### src/hdl/pptp_pkg.sv
package pptp_pkg;

    // Field widths fixed by the word formats.
    localparam int SLICE_W     = 20;
    localparam int CNT_W       = 5;
    localparam int IDX_W       = 4;
    localparam int WORD_W      = 32;
    localparam int PRIO_W      = 8;
    localparam int CFG_IDX_W   = 1;
    localparam int TDATA_IN_W  = 80;
    localparam int TDATA_OUT_W = 40;

    // Microseconds per millisecond and the width of a period scaled to microseconds.
    localparam int MS_US = 1000;
    localparam int THR_W = 42;

    localparam int              DEFAULT_MAX_TASKS = 16;
    localparam logic [SLICE_W-1:0] SLICE_RESET    = 20'd1000;

    // Configuration register indexes.
    localparam logic [CFG_IDX_W-1:0] REG_SLICE_US   = 1'b0;
    localparam logic [CFG_IDX_W-1:0] REG_TASK_COUNT = 1'b1;

    // Input word kinds.
    localparam logic MODE_TICK  = 1'b0;
    localparam logic MODE_WRITE = 1'b1;

    typedef enum logic [1:0] {
        ST_IDLE,
        ST_SCAN,
        ST_RESULT
    } state_t;

    typedef struct packed {
        logic [WORD_W-1:0] period;
        logic [PRIO_W-1:0] prio;
        logic [WORD_W-1:0] last;
    } entry_t;

    typedef struct packed {
        logic   vld;
        logic   hit;
        entry_t ent;
    } eval_t;

endpackage

### src/hdl/periodic_priority_task_picker.sv
// Channel   Direction  Signals                    Contents
// s_        in         s_tvalid s_tready s_tdata  one tick or one table write per word
//                      s_tuser
// m_        out        m_tvalid m_tready m_tdata  one result word per input word
//                      m_tuser
// cfg_      in         cfg_we cfg_index cfg_wdata register writes, no read-back
//
// A table write goes from acceptance straight to the result state. A tick scans the
// first n entries, where n is task_count clamped to MAX_TASKS: the task memory is
// read one entry per cycle, and the readiness check is two stages behind the read
// port. Either result is loaded once the output register is free. The input opens
// again in the cycle after the result is loaded.
// Reset clears the counter, the configuration and all handshake state; the task table
// holds whatever it held until each entry is written.
// A stalled result sits in the output register while the next word is accepted; only
// a second finished result waits for the register to drain.
module periodic_priority_task_picker
    import pptp_pkg::*;
#(
    parameter int MAX_TASKS = DEFAULT_MAX_TASKS
)
(
    input  logic                   clk,
    input  logic                   rst_n,

    input  logic                   s_tvalid,
    output logic                   s_tready,
    // Fields from bit 0 up: entry_index[3:0], entry_period_ms[35:4],
    // entry_priority[43:36], entry_start_tick[75:44], zero fill [79:76].
    input  logic [TDATA_IN_W-1:0]  s_tdata,
    // Fields: mode[0].
    input  logic                   s_tuser,

    output logic                   m_tvalid,
    input  logic                   m_tready,
    // Fields from bit 0 up: chosen_index[3:0], tick_now[35:4], zero fill [39:36].
    output logic [TDATA_OUT_W-1:0] m_tdata,
    // Fields: chosen_valid[0].
    output logic                   m_tuser,

    input  logic                   cfg_we,
    input  logic [CFG_IDX_W-1:0]   cfg_index,
    input  logic [SLICE_W-1:0]     cfg_wdata
);

    // Address width of the task memory and a count width that holds both
    // task_count and MAX_TASKS itself.
    localparam int AW = (MAX_TASKS > 1) ? $clog2(MAX_TASKS) : 1;
    localparam int NW = (CNT_W > $clog2(MAX_TASKS + 1)) ? CNT_W : $clog2(MAX_TASKS + 1);

    // Input word fields.
    logic [IDX_W-1:0]  in_index;
    entry_t            in_ent;

    assign in_index      = s_tdata[3:0];
    assign in_ent.period = s_tdata[35:4];
    assign in_ent.prio   = s_tdata[43:36];
    assign in_ent.last   = s_tdata[75:44];

    // Configuration registers.
    logic [SLICE_W-1:0] slice_reg;
    logic [CNT_W-1:0]   count_reg;

    always_ff @(posedge clk or negedge rst_n)
    begin
        if (!rst_n)
        begin
            slice_reg <= SLICE_RESET;
            count_reg <= '0;
        end
        else if (cfg_we)
        begin
            unique case (cfg_index)
                REG_SLICE_US:   slice_reg <= cfg_wdata;
                REG_TASK_COUNT: count_reg <= cfg_wdata[CNT_W-1:0];
            endcase
        end
    end

    // Control state.
    state_t            state_reg, state_next;
    logic [WORD_W-1:0] tick_reg;
    logic [NW-1:0]     rd_cnt_reg;
    logic [NW-1:0]     scan_len_reg;
    logic              s1_vld_reg;
    logic [AW-1:0]     s1_idx_reg;
    logic              found_reg;
    logic [AW-1:0]     best_idx_reg;
    entry_t            best_ent_reg;

    logic              out_valid_reg;
    logic              out_cv_reg;
    logic [IDX_W-1:0]  out_idx_reg;
    logic [WORD_W-1:0] out_tick_reg;

    logic              accept;
    logic              rd_more;
    logic              rd_en;
    logic              slot_free;
    logic              out_load;
    logic              mem_we;
    logic [AW-1:0]     mem_waddr;
    entry_t            mem_wdata;
    logic [NW-1:0]     scan_len;
    logic              wr_in_range;
    logic              better;

    eval_t             ev;
    logic [AW-1:0]     ev_idx;

    assign accept    = s_tvalid && s_tready;
    assign rd_more   = rd_cnt_reg < scan_len_reg;
    assign slot_free = !out_valid_reg || m_tready;

    // A task_count above MAX_TASKS scans the whole table.
    assign scan_len    = (NW'(count_reg) > NW'(MAX_TASKS)) ? NW'(MAX_TASKS) : NW'(count_reg);
    assign wr_in_range = NW'(in_index) < NW'(MAX_TASKS);

    // Next state.
    always_comb
    begin
        state_next = state_reg;
        unique case (state_reg)
            ST_IDLE:
            begin
                if (s_tvalid)
                begin
                    state_next = (s_tuser == MODE_WRITE) ? ST_RESULT : ST_SCAN;
                end
            end
            ST_SCAN:
            begin
                // Leave once every read entry has passed the compare stage.
                if (!rd_more && !s1_vld_reg && !ev.vld)
                begin
                    state_next = ST_RESULT;
                end
            end
            ST_RESULT:
            begin
                if (slot_free)
                begin
                    state_next = ST_IDLE;
                end
            end
            default:
            begin
                state_next = ST_IDLE;
            end
        endcase
    end

    // Control outputs. The memory takes a table write at acceptance and the
    // winner's write-back when the result leaves; the two never coincide.
    always_comb
    begin
        s_tready  = 1'b0;
        rd_en     = 1'b0;
        out_load  = 1'b0;
        mem_we    = 1'b0;
        mem_waddr = AW'(in_index);
        mem_wdata = in_ent;
        unique case (state_reg)
            ST_IDLE:
            begin
                s_tready = 1'b1;
                mem_we   = s_tvalid && (s_tuser == MODE_WRITE) && wr_in_range;
            end
            ST_SCAN:
            begin
                rd_en = rd_more;
            end
            ST_RESULT:
            begin
                out_load         = slot_free;
                mem_we           = slot_free && found_reg;
                mem_waddr        = best_idx_reg;
                mem_wdata.period = best_ent_reg.period;
                mem_wdata.prio   = best_ent_reg.prio;
                mem_wdata.last   = tick_reg;
            end
            default:
            begin
                s_tready = 1'b0;
            end
        endcase
    end

    // Task memory: one write port, one registered read port.
    entry_t mem [MAX_TASKS];
    entry_t rd_data_reg;

    always_ff @(posedge clk)
    begin
        if (mem_we)
        begin
            mem[mem_waddr] <= mem_wdata;
        end
        if (rd_en)
        begin
            rd_data_reg <= mem[rd_cnt_reg[AW-1:0]];
        end
    end

    // Elapsed time against period, two stages behind the read port.
    pptp_entry_eval #(
        .AW (AW)
    ) u_eval (
        .clk    (clk),
        .rst_n  (rst_n),
        .in_vld (s1_vld_reg),
        .in_idx (s1_idx_reg),
        .in_ent (rd_data_reg),
        .tick   (tick_reg),
        .slice  (slice_reg),
        .ev     (ev),
        .ev_idx (ev_idx)
    );

    // Lower priority number wins; on a tie the strictly older last run wins,
    // so an exact tie keeps the earlier index.
    always_comb
    begin
        priority if (!found_reg)
        begin
            better = 1'b1;
        end
        else if (ev.ent.prio < best_ent_reg.prio)
        begin
            better = 1'b1;
        end
        else if (ev.ent.prio == best_ent_reg.prio && ev.ent.last < best_ent_reg.last)
        begin
            better = 1'b1;
        end
        else
        begin
            better = 1'b0;
        end
    end

    always_ff @(posedge clk or negedge rst_n)
    begin
        if (!rst_n)
        begin
            state_reg    <= ST_IDLE;
            tick_reg     <= '0;
            rd_cnt_reg   <= '0;
            scan_len_reg <= '0;
            s1_vld_reg   <= 1'b0;
            found_reg    <= 1'b0;
        end
        else
        begin
            state_reg  <= state_next;
            s1_vld_reg <= rd_en;
            if (accept)
            begin
                found_reg <= 1'b0;
                if (s_tuser == MODE_TICK)
                begin
                    tick_reg     <= tick_reg + 1'b1;
                    rd_cnt_reg   <= '0;
                    scan_len_reg <= scan_len;
                end
            end
            else
            begin
                if (rd_en)
                begin
                    rd_cnt_reg <= rd_cnt_reg + 1'b1;
                end
                if (ev.vld && ev.hit && better)
                begin
                    found_reg <= 1'b1;
                end
            end
        end
    end

    always_ff @(posedge clk)
    begin
        s1_idx_reg <= rd_cnt_reg[AW-1:0];
        if (ev.vld && ev.hit && better)
        begin
            best_idx_reg <= ev_idx;
            best_ent_reg <= ev.ent;
        end
    end

    // Output register.
    always_ff @(posedge clk or negedge rst_n)
    begin
        if (!rst_n)
        begin
            out_valid_reg <= 1'b0;
        end
        else if (out_load)
        begin
            out_valid_reg <= 1'b1;
        end
        else if (m_tready)
        begin
            out_valid_reg <= 1'b0;
        end
    end

    always_ff @(posedge clk)
    begin
        if (out_load)
        begin
            out_cv_reg   <= found_reg;
            out_idx_reg  <= found_reg ? IDX_W'(best_idx_reg) : '0;
            out_tick_reg <= tick_reg;
        end
    end

    assign m_tvalid = out_valid_reg;
    assign m_tdata  = {4'b0000, out_tick_reg, out_idx_reg};
    assign m_tuser  = out_cv_reg;

endmodule

### src/hdl/pptp_entry_eval.sv
module pptp_entry_eval
    import pptp_pkg::*;
#(
    parameter int AW = 4
)
(
    input  logic               clk,
    input  logic               rst_n,
    input  logic               in_vld,
    input  logic [AW-1:0]      in_idx,
    input  entry_t             in_ent,
    input  logic [WORD_W-1:0]  tick,
    input  logic [SLICE_W-1:0] slice,
    output eval_t              ev,
    output logic [AW-1:0]      ev_idx
);

    logic [WORD_W-1:0]         elapsed;
    logic [WORD_W+SLICE_W-1:0] prod;
    logic [THR_W-1:0]          thr_next;

    logic                      vld_reg;
    logic [AW-1:0]             idx_reg;
    entry_t                    ent_reg;
    logic [WORD_W-1:0]         us_reg;
    logic [THR_W-1:0]          thr_reg;

    // floor(us / 1000) >= period holds exactly when us >= period * 1000.
    always_comb
    begin
        elapsed  = tick - in_ent.last;
        prod     = elapsed * slice;
        thr_next = THR_W'(in_ent.period) * THR_W'(MS_US);
    end

    always_ff @(posedge clk or negedge rst_n)
    begin
        if (!rst_n)
        begin
            vld_reg <= 1'b0;
        end
        else
        begin
            vld_reg <= in_vld;
        end
    end

    always_ff @(posedge clk)
    begin
        idx_reg <= in_idx;
        ent_reg <= in_ent;
        us_reg  <= prod[WORD_W-1:0];
        thr_reg <= thr_next;
    end

    assign ev.vld  = vld_reg;
    assign ev.hit  = THR_W'(us_reg) >= thr_reg;
    assign ev.ent  = ent_reg;
    assign ev_idx  = idx_reg;

endmodule

### config.mk
export PLATFORM = sky130hd
export DESIGN_NAME = periodic_priority_task_picker
export DESIGN_NICKNAME = d
export VERILOG_FILES = /design/src/hdl/pptp_pkg.sv /design/src/hdl/periodic_priority_task_picker.sv /design/src/hdl/pptp_entry_eval.sv
export SDC_FILE = /design/constraint.sdc
export NUM_CORES = 2
export LEC_CHECK = 0
export ABC_AREA = 1
export BUFFER_PORTS_ARGS = -buffer_cell sky130_fd_sc_hd__clkbuf_2
export CAP_MARGIN = 0
export CORE_ASPECT_RATIO = 1.2
export CORE_MARGIN = 5
export CORE_UTILIZATION = 40
export DETAILED_ROUTE_END_ITERATION = 6
export GPL_TIMING_DRIVEN = 1
export HOLD_SLACK_MARGIN = 0.02
export SYNTH_ARGS = -nofsm -noshare
export SYNTH_HDL_FRONTEND = slang
export SYNTH_SLANG_ARGS = --single-unit
### constraint.sdc
create_clock -name clk -period 14.2 [get_ports clk]
set_input_delay 0.71 -clock clk [delete_from_list [all_inputs] [get_ports clk]]
set_output_delay 0.71 -clock clk [all_outputs]
set_load 0.02 [all_outputs]
==> results.sh <==
export IMPL_status="complete, no violations"
export IMPL_synth_edf_count=1337
export IMPL_cts_tree="done"
export IMPL_finalClockSkew_ns=0.0411
export IMPL_grt_max_degree=216
export IMPL_yosysUniqueCellTypes=64
export IMPL_cp_slowest_stage_delay_ns=0.74
export IMPL_cts_htree_levels=4
export IMPL_avgRoutedWirePerCell_um=22.4
export IMPL_rsz0062_at_grt="no"
export IMPL_hp_class="in -> reg"
export IMPL_grt_antenna_before_repair=7
export IMPL_globalplace_congestion=0.926
export IMPL_cap_viol_max_count=0
export IMPL_synth_area_mm2=0.0793
export IMPL_dieArea_mm2=0.207
export IMPL_largest_register="mem"
export IMPL_period_needed_ns=9.53
export IMPL_fp_dieW_um=416
export IMPL_layout_common_cells="edfxtp_1 (1337), nor2_1 (948), nand2_1 (892), inv_1 (886), o21ai_0 (677)"
export IMPL_synth_area_leaders="edfxtp_1 (51%), fa_1 (12%), nor2_1 (4.6%)"
export IMPL_ys_ff_latch=1559
export IMPL_grt_pass1_wl_um=333000
export IMPL_r2r_cells=33
export IMPL_drive_gt1_share_pct=8.05
export IMPL_ant_nets=0
export IMPL_cp_end_kind="flop"
export IMPL_holdPathStages=3
export IMPL_clk_latency_ns=0.80
export IMPL_synthCells=7038
export IMPL_grt_ovfl_total=0
export IMPL_postCtsSetupBuffers=0
export IMPL_io_pin_count=150
export IMPL_r2r_slack_ns=4.67
export IMPL_yosys_area_top_type="edfxtp_1"
export IMPL_crit_fanout=14
export IMPL_hold_end="slice_reg[8]"
export IMPL_vias_per_cell=5.36
export IMPL_cp_start_kind="flop"
export IMPL_core_mm2=0.198
export IMPL_place_hpwl_um=139000
export IMPL_cts_sink_count=1559
export IMPL_clkTransAtPathRegs_ns=0.07
export IMPL_min_from="cfg_wdata[8]"
export IMPL_detailroute_via_count=53000
export IMPL_place_ws_ns=4.78
export IMPL_route_detailed_drc=0
export IMPL_numPortBuffers=141
export IMPL_synthFlopType="edfxtp_1"
export IMPL_fmax_mhz=105
export IMPL_cts_buffers=153
export IMPL_slew_viol_final=0
export IMPL_r2r_end="u_eval.us_reg[30]"
export IMPL_cts_buffer_depth=3
export IMPL_hold_violations=0
export IMPL_avgSynthCellArea_um2=11.3
export IMPL_slowest_stage="xor2_1"
export IMPL_synth_top_area_share_pct=50.6
export IMPL_ys_seq_area_share_pct=56.7
export IMPL_dr_first_iter_drc_count=4568
export IMPL_grt_pass1_vias=53200
export IMPL_setup_ws_ns=4.67
export IMPL_synth_warnings=0
export IMPL_die_h_um=498
export IMPL_drt_wl_total_um=222000
export IMPL_dr_pass1_iters=6
export IMPL_ctsHoldBuffers=1
export IMPL_synthToLayoutAreaGrowth_pct=11.3
export IMPL_cts_resized=0
export IMPL_worstPathRequired_ns=14.92
export IMPL_final_setup_viol_count=0
export IMPL_track_usage_pct=21.1
export IMPL_final_net_count=7979
export IMPL_mostFrequentLayoutCell="edfxtp_1"
export IMPL_finalCritPeriodShare_pct=67.1
export IMPL_slew_limit_headroom_pct=17.4
export IMPL_tightest_slew_ns=1.23
export IMPL_arrival_ns=10.25
export IMPL_worstSetupPathType="reg -> reg"
export IMPL_num_rows=179
export IMPL_cts_root_buf="clkbuf_16"
export IMPL_finalSetupTns_ns=0
export IMPL_start_util_pct=40.1
export IMPL_timing_rr_start="tick_reg[0]"
export IMPL_largest_reg_flops=1152
export IMPL_async_flop_share_pct=4.68
-- logic make-up (layout without fill, tap and decap cells) --
logic type | after synthesis | in the layout | synth area share, %
AOI/OAI and AO/OA | 1208 | 1208 | 8.77
buffers and inverters | 1221 | 1439 | 5.82
and+or+nand+nor | 2197 | 2197 | 11.3
DFF | 1559 | 1559 | 56.7
other | 1 | 8 | 0.00473
adders and majority gates | 743 | 743 | 16.2
xor gates and xnor gates | 109 | 109 | 1.23
-- area by class of cell --
class	count	area [µm²]
clock inverter	88	1050
tap	2624	3280
fill	18100	109000
multi-input combinational	4261	29900
timing repair buffer	242	1490
sequential	1559	45000
antenna	4	10.0
inverter	912	3450
clock buffer	197	4150
-- critical path: cells and delay by family, from the launching register on --
kind,cells,cell delay (ns)
buf+inv,8,1.07
xor+xnor,2,0.91
flops,1,0.38
fa+ha+maj,10,4.49
simple gates,7,1.09
compound gates,6,1.46
-- layer usage --
metal	vias up	global-route usage [%]	part of all wire [%]
li1	23900	-	-
met1	26800	27.9	41
met2	1898	35.8	49
met3	388	3.08	6.5
met4	4	7.07	3.4
met5	-	0	0.010
-- worst max-delay path by stage --
stage,startpoint,end,slack [ns],cells after the start
floorplan,tick_reg[0],u_eval.us_reg[30],6.41,36
global placement,tick_reg[0],u_eval.us_reg[30],4.83,33
detailed placement,tick_reg[0],u_eval.us_reg[30],4.78,33
CTS,tick_reg[0],u_eval.us_reg[30],4.70,33
global route,tick_reg[0],u_eval.us_reg[30],4.24,33
finish,tick_reg[0],u_eval.us_reg[30],4.67,33
-- synthesized netlist by cell type (4+ instances only) --
| master | instances |
|---|---|
| a211oi_1 | 5 |
| a21o_1 | 8 |
| a21oi_1 | 145 |
| a31oi_1 | 7 |
| buf_1 | 15 |
| buf_4 | 5 |
| clkbuf_1 | 285 |
| clkinv_1 | 12 |
| dfrtp_1 | 67 |
| dfstp_2 | 6 |
| dfxtp_1 | 149 |
| edfxtp_1 | 1337 |
| fa_1 | 472 |
| ha_1 | 271 |
| inv_1 | 890 |
| inv_2 | 10 |
| nand2_1 | 892 |
| nand2_2 | 26 |
| nand2_4 | 4 |
| nand3_1 | 201 |
| nand3_2 | 5 |
| nand3b_1 | 11 |
| nand4_1 | 35 |
| nor2_1 | 968 |
| nor2_2 | 7 |
| nor2_4 | 4 |
| nor3_1 | 16 |
| nor4_1 | 8 |
| o211ai_1 | 30 |
| o21a_1 | 5 |
| o21ai_0 | 681 |
| o21bai_1 | 11 |
| o221ai_1 | 120 |
| o22ai_1 | 170 |
| o31ai_1 | 4 |
| or2_2 | 9 |
| xnor2_1 | 29 |
| xor2_1 | 79 |
-- metrics by stage --
| step | util, % | instances | hold slack [ns] | area [µm²] |
|---|---|---|---|---|
| after floorplan | - | 7041 | 0.310 | 79300 |
| after detailed placement | 42.0 | 9597 | 0.312 | 83000 |
| final | 44.6 | 9887 | 0.148 | 88300 |
| after CTS | 44.6 | 9883 | 0.0834 | 88300 |
| after global routing | 44.6 | 9884 | 0.124 | 88300 |
| after global placement | 42.0 | 9597 | 0.313 | 83000 |
Power is left out: the tool's default activity adds up to more than one toggle a clock period on the data nets, which glitch-free logic cannot reach.
